--- src/hcbd_pkg.sv ---
package hcbd_pkg;

  // Width of the chunk size and byte counters
  localparam int SIZE_BITS = 32;

  // One raw body byte as it arrives
  typedef struct packed {
    logic [7:0] body_byte;
    logic       start_of_body;
  } in_word_t;

  // One decoded result
  typedef struct packed {
    logic       payload_valid;
    logic [7:0] payload_byte;
    logic       body_done;
    logic       format_error;
  } out_word_t;

endpackage

--- src/http_chunked_body_decoder.sv ---
// Chunked body decoder: takes one raw body byte per word and returns exactly one
// result word per byte (payload byte with its valid flag, plus sticky done and
// error flags). A byte is registered on input, run through the parser and held
// in the result register. Sustained rate is one byte per cycle while out_ready
// holds, set by the per-byte update of the parser state registers; both stages
// keep moving while the result register drains, and ready drops only when the
// result is stalled and the input stage is full.
module http_chunked_body_decoder (
  input  logic                clk,
  input  logic                rst,
  input  logic                in_valid,
  output logic                in_ready,
  input  hcbd_pkg::in_word_t  in_word,
  output logic                out_valid,
  input  logic                out_ready,
  output hcbd_pkg::out_word_t out_word
);
  import hcbd_pkg::*;

  logic      in_q_valid;
  in_word_t  in_q;
  logic      advance;
  logic      step;
  out_word_t result;

  assign advance  = !out_valid || out_ready;
  assign step     = in_q_valid && advance;
  assign in_ready = !in_q_valid || advance;

  hcbd_parser u_parser (
    .clk    (clk),
    .rst    (rst),
    .step   (step),
    .word   (in_q),
    .result (result)
  );

  // Input register
  always_ff @(posedge clk) begin
    if (rst) begin
      in_q_valid <= 1'b0;
    end else if (in_ready) begin
      in_q_valid <= in_valid;
    end
  end

  always_ff @(posedge clk) begin
    if (in_valid && in_ready) begin
      in_q <= in_word;
    end
  end

  // Result register
  always_ff @(posedge clk) begin
    if (rst) begin
      out_valid <= 1'b0;
    end else if (advance) begin
      out_valid <= in_q_valid;
    end
  end

  always_ff @(posedge clk) begin
    if (step) begin
      out_word <= result;
    end
  end

  // Done and error are exclusive
  a_flags_exclusive: assert property (@(posedge clk) disable iff (rst)
    out_valid |-> !(out_word.body_done && out_word.format_error))
    else $error("done and error both set");

  // A payload byte never comes with a terminal flag
  a_payload_clean: assert property (@(posedge clk) disable iff (rst)
    (out_valid && out_word.payload_valid) |->
      (!out_word.body_done && !out_word.format_error))
    else $error("payload word carries done or error");

  // Non-payload results carry a zero byte
  a_payload_zero: assert property (@(posedge clk) disable iff (rst)
    (out_valid && !out_word.payload_valid) |-> (out_word.payload_byte == 8'd0))
    else $error("payload byte not zero without payload");

  // An empty result stage never blocks the input
  a_ready_when_empty: assert property (@(posedge clk) disable iff (rst)
    !out_valid |-> in_ready)
    else $error("input stalled with empty result stage");

endmodule

--- src/hcbd_parser.sv ---
module hcbd_parser (
  input  logic              clk,
  input  logic              rst,
  input  logic              step,
  input  hcbd_pkg::in_word_t  word,
  output hcbd_pkg::out_word_t result
);
  import hcbd_pkg::*;

  typedef enum logic [2:0] {
    PH_LEAD   = 3'd0,
    PH_DIGITS = 3'd1,
    PH_EXT    = 3'd2,
    PH_DATA   = 3'd3,
    PH_CR     = 3'd4,
    PH_LF     = 3'd5,
    PH_DONE   = 3'd6,
    PH_ERROR  = 3'd7
  } phase_t;

  localparam logic [7:0] CH_TAB = 8'h09;
  localparam logic [7:0] CH_LF  = 8'h0a;
  localparam logic [7:0] CH_VT  = 8'h0b;
  localparam logic [7:0] CH_FF  = 8'h0c;
  localparam logic [7:0] CH_CR  = 8'h0d;
  localparam logic [7:0] CH_SP  = 8'h20;

  phase_t               phase, phase_next;
  logic [SIZE_BITS-1:0] bytes_remaining, bytes_remaining_next;
  logic [SIZE_BITS-1:0] size_accum, size_accum_next;
  logic                 digit_seen, digit_seen_next;
  logic                 last_was_cr, last_was_cr_next;

  // State as seen by this byte, after an optional restart
  phase_t               cur_phase;
  logic [SIZE_BITS-1:0] cur_accum;
  logic                 cur_digit;
  logic                 cur_cr;

  logic [7:0]           c;
  logic                 hex_ok;
  logic [3:0]           hex_val;
  logic                 lead_space;
  logic                 overflow;
  logic [SIZE_BITS-1:0] bytes_dec;

  // Hex digit decode
  always_comb begin
    c       = word.body_byte;
    hex_ok  = 1'b0;
    hex_val = 4'd0;
    if (c >= "0" && c <= "9") begin
      hex_ok  = 1'b1;
      hex_val = 4'(c - 8'h30);
    end else if (c >= "a" && c <= "f") begin
      hex_ok  = 1'b1;
      hex_val = 4'(c - 8'h57);
    end else if (c >= "A" && c <= "F") begin
      hex_ok  = 1'b1;
      hex_val = 4'(c - 8'h37);
    end
    lead_space = (c == CH_SP) || (c == CH_TAB) || (c == CH_VT) ||
                 (c == CH_FF) || (c == CH_CR) || (c == CH_LF);
  end

  always_comb begin
    cur_phase = word.start_of_body ? PH_LEAD : phase;
    cur_accum = word.start_of_body ? '0 : size_accum;
    cur_digit = word.start_of_body ? 1'b0 : digit_seen;
    cur_cr    = word.start_of_body ? 1'b0 : last_was_cr;
    overflow  = (cur_accum[SIZE_BITS-1 -: 4] != 4'd0);
    bytes_dec = bytes_remaining - SIZE_BITS'(1);
  end

  // Per-byte state update
  always_comb begin
    logic eol;
    logic add;
    logic ext;
    eol = 1'b0;
    add = 1'b0;
    ext = 1'b0;
    phase_next           = cur_phase;
    bytes_remaining_next = bytes_remaining;
    size_accum_next      = cur_accum;
    digit_seen_next      = cur_digit;
    last_was_cr_next     = cur_cr;
    result               = '0;

    case (cur_phase)
      PH_LEAD: begin
        if (hex_ok) add = 1'b1;
        else if (c == CH_LF && cur_cr) eol = 1'b1;
        else if (lead_space) last_was_cr_next = (c == CH_CR);
        else phase_next = PH_ERROR;
      end
      PH_DIGITS: begin
        if (hex_ok) add = 1'b1;
        else ext = 1'b1;
      end
      PH_EXT: begin
        ext = 1'b1;
      end
      PH_DATA: begin
        result.payload_valid = 1'b1;
        result.payload_byte  = c;
        bytes_remaining_next = bytes_dec;
        if (bytes_dec == '0) phase_next = PH_CR;
      end
      PH_CR: begin
        phase_next = (c == CH_CR) ? PH_LF : PH_ERROR;
      end
      PH_LF: begin
        phase_next = (c == CH_LF) ? PH_LEAD : PH_ERROR;
      end
      default: begin
      end
    endcase

    // Text after the digits up to CR LF
    if (ext) begin
      phase_next = PH_EXT;
      if (c == CH_LF && cur_cr) eol = 1'b1;
      else last_was_cr_next = (c == CH_CR);
    end

    // Accumulate one hex digit, or fail on overflow
    if (add) begin
      if (overflow) begin
        phase_next = PH_ERROR;
      end else begin
        size_accum_next  = {cur_accum[SIZE_BITS-5:0], hex_val};
        digit_seen_next  = 1'b1;
        last_was_cr_next = 1'b0;
        phase_next       = PH_DIGITS;
      end
    end

    // Size line complete
    if (eol) begin
      if (!cur_digit) begin
        phase_next = PH_ERROR;
      end else if (cur_accum == '0) begin
        phase_next = PH_DONE;
      end else begin
        bytes_remaining_next = cur_accum;
        phase_next           = PH_DATA;
      end
      size_accum_next  = '0;
      digit_seen_next  = 1'b0;
      last_was_cr_next = 1'b0;
    end

    result.body_done    = (phase_next == PH_DONE);
    result.format_error = (phase_next == PH_ERROR);
  end

  always_ff @(posedge clk) begin
    if (rst) begin
      phase           <= PH_LEAD;
      bytes_remaining <= '0;
      size_accum      <= '0;
      digit_seen      <= 1'b0;
      last_was_cr     <= 1'b0;
    end else if (step) begin
      phase           <= phase_next;
      bytes_remaining <= bytes_remaining_next;
      size_accum      <= size_accum_next;
      digit_seen      <= digit_seen_next;
      last_was_cr     <= last_was_cr_next;
    end
  end

endmodule
--- config.mk ---
export PLATFORM = sky130hd
export DESIGN_NAME = http_chunked_body_decoder
export DESIGN_NICKNAME = d
export VERILOG_FILES = /design/src/hcbd_pkg.sv /design/src/http_chunked_body_decoder.sv /design/src/hcbd_parser.sv
export SDC_FILE = /design/constraint.sdc
export NUM_CORES = 1
export LEC_CHECK = 0
export BUFFER_PORTS_ARGS = -buffer_cell sky130_fd_sc_hd__buf_2
export CORE_UTILIZATION = 35
export DETAILED_ROUTE_END_ITERATION = 16
export SYNTH_ARGS = -nofsm -noshare
export SYNTH_HDL_FRONTEND = slang
export SYNTH_SLANG_ARGS = --single-unit
export TNS_END_PERCENT = 20
--- constraint.sdc ---
create_clock -name clk -period 3.9 [get_ports clk]
set_input_delay 0.195 -clock clk [delete_from_list [all_inputs] [get_ports clk]]
set_output_delay 0.195 -clock clk [all_outputs]
set_load 0.005 [all_outputs]
==> reports/summary.json <==
{
  "cts_tree": "yes",
  "post_cts_hold_buffer_count": 0,
  "timing.critical_path.fanout_max": 11,
  "end_kind": "register",
  "postCtsResizedCells": 0,
  "mappedNetlistArea_mm2": 0.00517,
  "area.growth.synth_to_final_pct": 10.9,
  "min_period_ns": 3.40,
  "synth_enable_flop_cells": 20,
  "power.density_cell_area_mw_per_mm2": 367,
  "timing_limited_maximum_frequency_mhz": 294,
  "clk_transition_reported_paths_ns": 0.07,
  "report.power.total_mw": 2.10,
  "ctsRootBufferMaster": "sky130_fd_sc_hd__clkbuf_16",
  "grt.total_usage": 0.196,
  "slew_worst_pin_ns": 0.861,
  "drive_gt1_frac": 0.115,
  "ys_dominant_reg_cell": "sky130_fd_sc_hd__dfxtp_1",
  "timing_worst_setup_path_type": "reg2reg",
  "ant_diodes": 0,
  "total_count_of_max_transition_violations_in_the_final_report": 0,
  "initial_cell_density_of_the_core": 0.357,
  "grt_antenna_before_repair": 0,
  "overflow": 0,
  "final_net_count": 635,
  "drc_violations_left": 0,
  "detailed_place.area_mm2": 0.00541,
  "setup_total_negative_slack_ns": 0,
  "postSynthRegisterBits": 91,
  "leakage_nw": 2.05,
  "clock_path_buffers": 2,
  "post_drt_via_cell_ratio": 5.90,
  "synthCells": 615,
  "most-common-layout-cells": "88 x sky130_fd_sc_hd__nor2_1, 71 x sky130_fd_sc_hd__dfxtp_1, 37 x sky130_fd_sc_hd__a21oi_1",
  "ys_async_sr_fraction": 0,
  "core_region_area_mm2": 0.0145,
  "grt_setup_unrepaired": "no",
  "wirelength_um": 14200,
  "die-width_um": 124,
  "drt_first_iter_violations": 428,
  "htree_num_levels": 3,
  "wire_per_inst_um": 17.7,
  "finalSetupViolCount": 0,
  "synth.lib_cells_used.distinct": 72,
  "post_cts.repair.setup_buffers": 0,
  "syn_area_per_cell_um2": 8.41,
  "skew_ns": 0.00942,
  "via_count_of_the_first_global_routing_pass": 4312,
  "route.vias.total": 4741,
  "final-hold-violation-count": 0,
  "ys.warnings.count": 0,
  "die-height_um": 124,
  "final.period_utilization": 0.872,
  "num_rows": 44,
  "detailedPlacementHpwl_um": 10200,
  "number_of_input_and_output_port_buffers_inserted": 25,
  "startpoint_type": "register",
  "clock_sinks": 91,
  "stdcell_area_mm2": 0.00573,
  "tritoncts.num_buffers": 9,
  "relSlewSlack": 0.426,
  "detail-route-antenna-nets": 0,
  "layout.cells.most_common": "sky130_fd_sc_hd__nor2_1",
  "synth_seq_area_share": 0.391,
  "hp-class": "in2reg",
  "timing.max_cap.violations": 0,
  "fp.dieArea_mm2": 0.0153,
  "ios": 26,
  "crit_arrival_ns": 3.67,
  "grt_first_pass_wirelength_um": 22800,
  "synth.net_count": 635,
  "final_util": 0.396,
  "result_of_the_run": "completed",
  "peakVddDrop_mv": 0.199,
  "largest_net_degree_at_the_start_of_global_routing": 44,
  "worstSkewPairLatency_ns": 0.35,
  "detailedRoute.firstPassIterationCount": 5,
  "globalplace.congestion": 0.933,
  "timing.critical_path.required_ns": 4.17
}
-- power breakdown --
group / internal (mW) / switching, mW
Clock: 0.554 / 0.377
Sequential: 0.979 / 0.0198
Combinational: 0.0639 / 0.109
Total: 1.60 / 0.506
-- path summary, 6_finish.rpt --
kind | startpoint | endpoint | slack (ns) | cells past startpoint
worst max-delay path | in_q[2] | u_parser.bytes_remaining[21] | 0.50 | 9
worst min-delay path | in_word[0] | in_q[0] | 0.02 | 1
worst max register to register | in_q[2] | u_parser.bytes_remaining[21] | 0.50 | 9
worst min register to register | u_parser.digit_seen | u_parser.digit_seen | 0.52 | 2
-- worst max-delay path, stage by stage (launching register included) --
cell and delay [ns]:
sky130_fd_sc_hd__edfxtp_1 0.41, sky130_fd_sc_hd__inv_1 0.14, sky130_fd_sc_hd__ha_1 0.25, sky130_fd_sc_hd__or3b_1 0.42, sky130_fd_sc_hd__and3_4 0.21, sky130_fd_sc_hd__o31a_1 0.32, sky130_fd_sc_hd__or4_1 0.75, sky130_fd_sc_hd__a21oi_2 0.51
sky130_fd_sc_hd__nor2_1 0.10, sky130_fd_sc_hd__a211oi_2 0.21
-- Yosys cell counts (all sizes together) (8+ instances only) --
cell type | number | area, µm²
nand4 | 14 | 93.8
or4 | 11 | 83.8
o21ai | 28 | 140
a211oi | 14 | 115
dfxtp | 71 | 1420
or3 | 8 | 50.1
nor2 | 88 | 330
clkbuf | 32 | 120
edfxtp | 20 | 601
nor2b | 10 | 62.6
and2 | 9 | 56.3
nor4 | 26 | 235
nand2 | 27 | 101
nor3 | 21 | 110
o22ai | 13 | 81.3
a21oi | 38 | 194
a2bb2oi | 12 | 105
a22oi | 30 | 225
inv | 21 | 78.8
nand3 | 23 | 120
buf | 14 | 76.3
-- registers in the layout (all words and copies together) (netlist names) --
signal / cells
u_parser.bytes_remaining: 32
u_parser.size_accum: 32
out_word: 11
in_q: 9
u_parser.phase: 3
in_q_valid: 1
out_valid: 1
u_parser.digit_seen: 1
u_parser.last_was_cr: 1
-- metrics by stage --
step,setup WS (ns),cells,hold slack (ns)
after floorplan,1.05,615,0.294
after global placement,0.617,788,0.373
after detailed placement,0.524,788,0.373
after CTS,0.509,803,0.00994
after global routing,0.278,803,0.0139
final,0.499,803,0.0205
-- layout make-up --
class | instances | area [µm²]
flip-flops and latches | 91 | 2020
multi-input cells | 457 | 2880
clock buffers | 11 | 264
inverters | 21 | 78.8
fillers | 1472 | 8740
repair buffers | 35 | 200
well taps | 184 | 230
clock inverters | 4 | 56.3
-- layer usage --
layer / up-vias / routed length, µm / global-route usage
met5: - / 0 / 0
met4: 0 / 333 / 0.0979
met3: 26 / 1030 / 0.0369
met2: 182 / 6070 / 0.282
met1: 2221 / 6810 / 0.278
li1: 2312 / - / -
-- logic make-up after synthesis --
group / synth area share
muxes: 0.00218
adders and majority gates: 0.0169
buffers and inverters: 0.0532
and+or+nand+nor: 0.284
DFF: 0.391
xor gates and xnor gates: 0.0169
AOI/OAI and AO/OA: 0.236
Power figures use the tool's default switching activity.
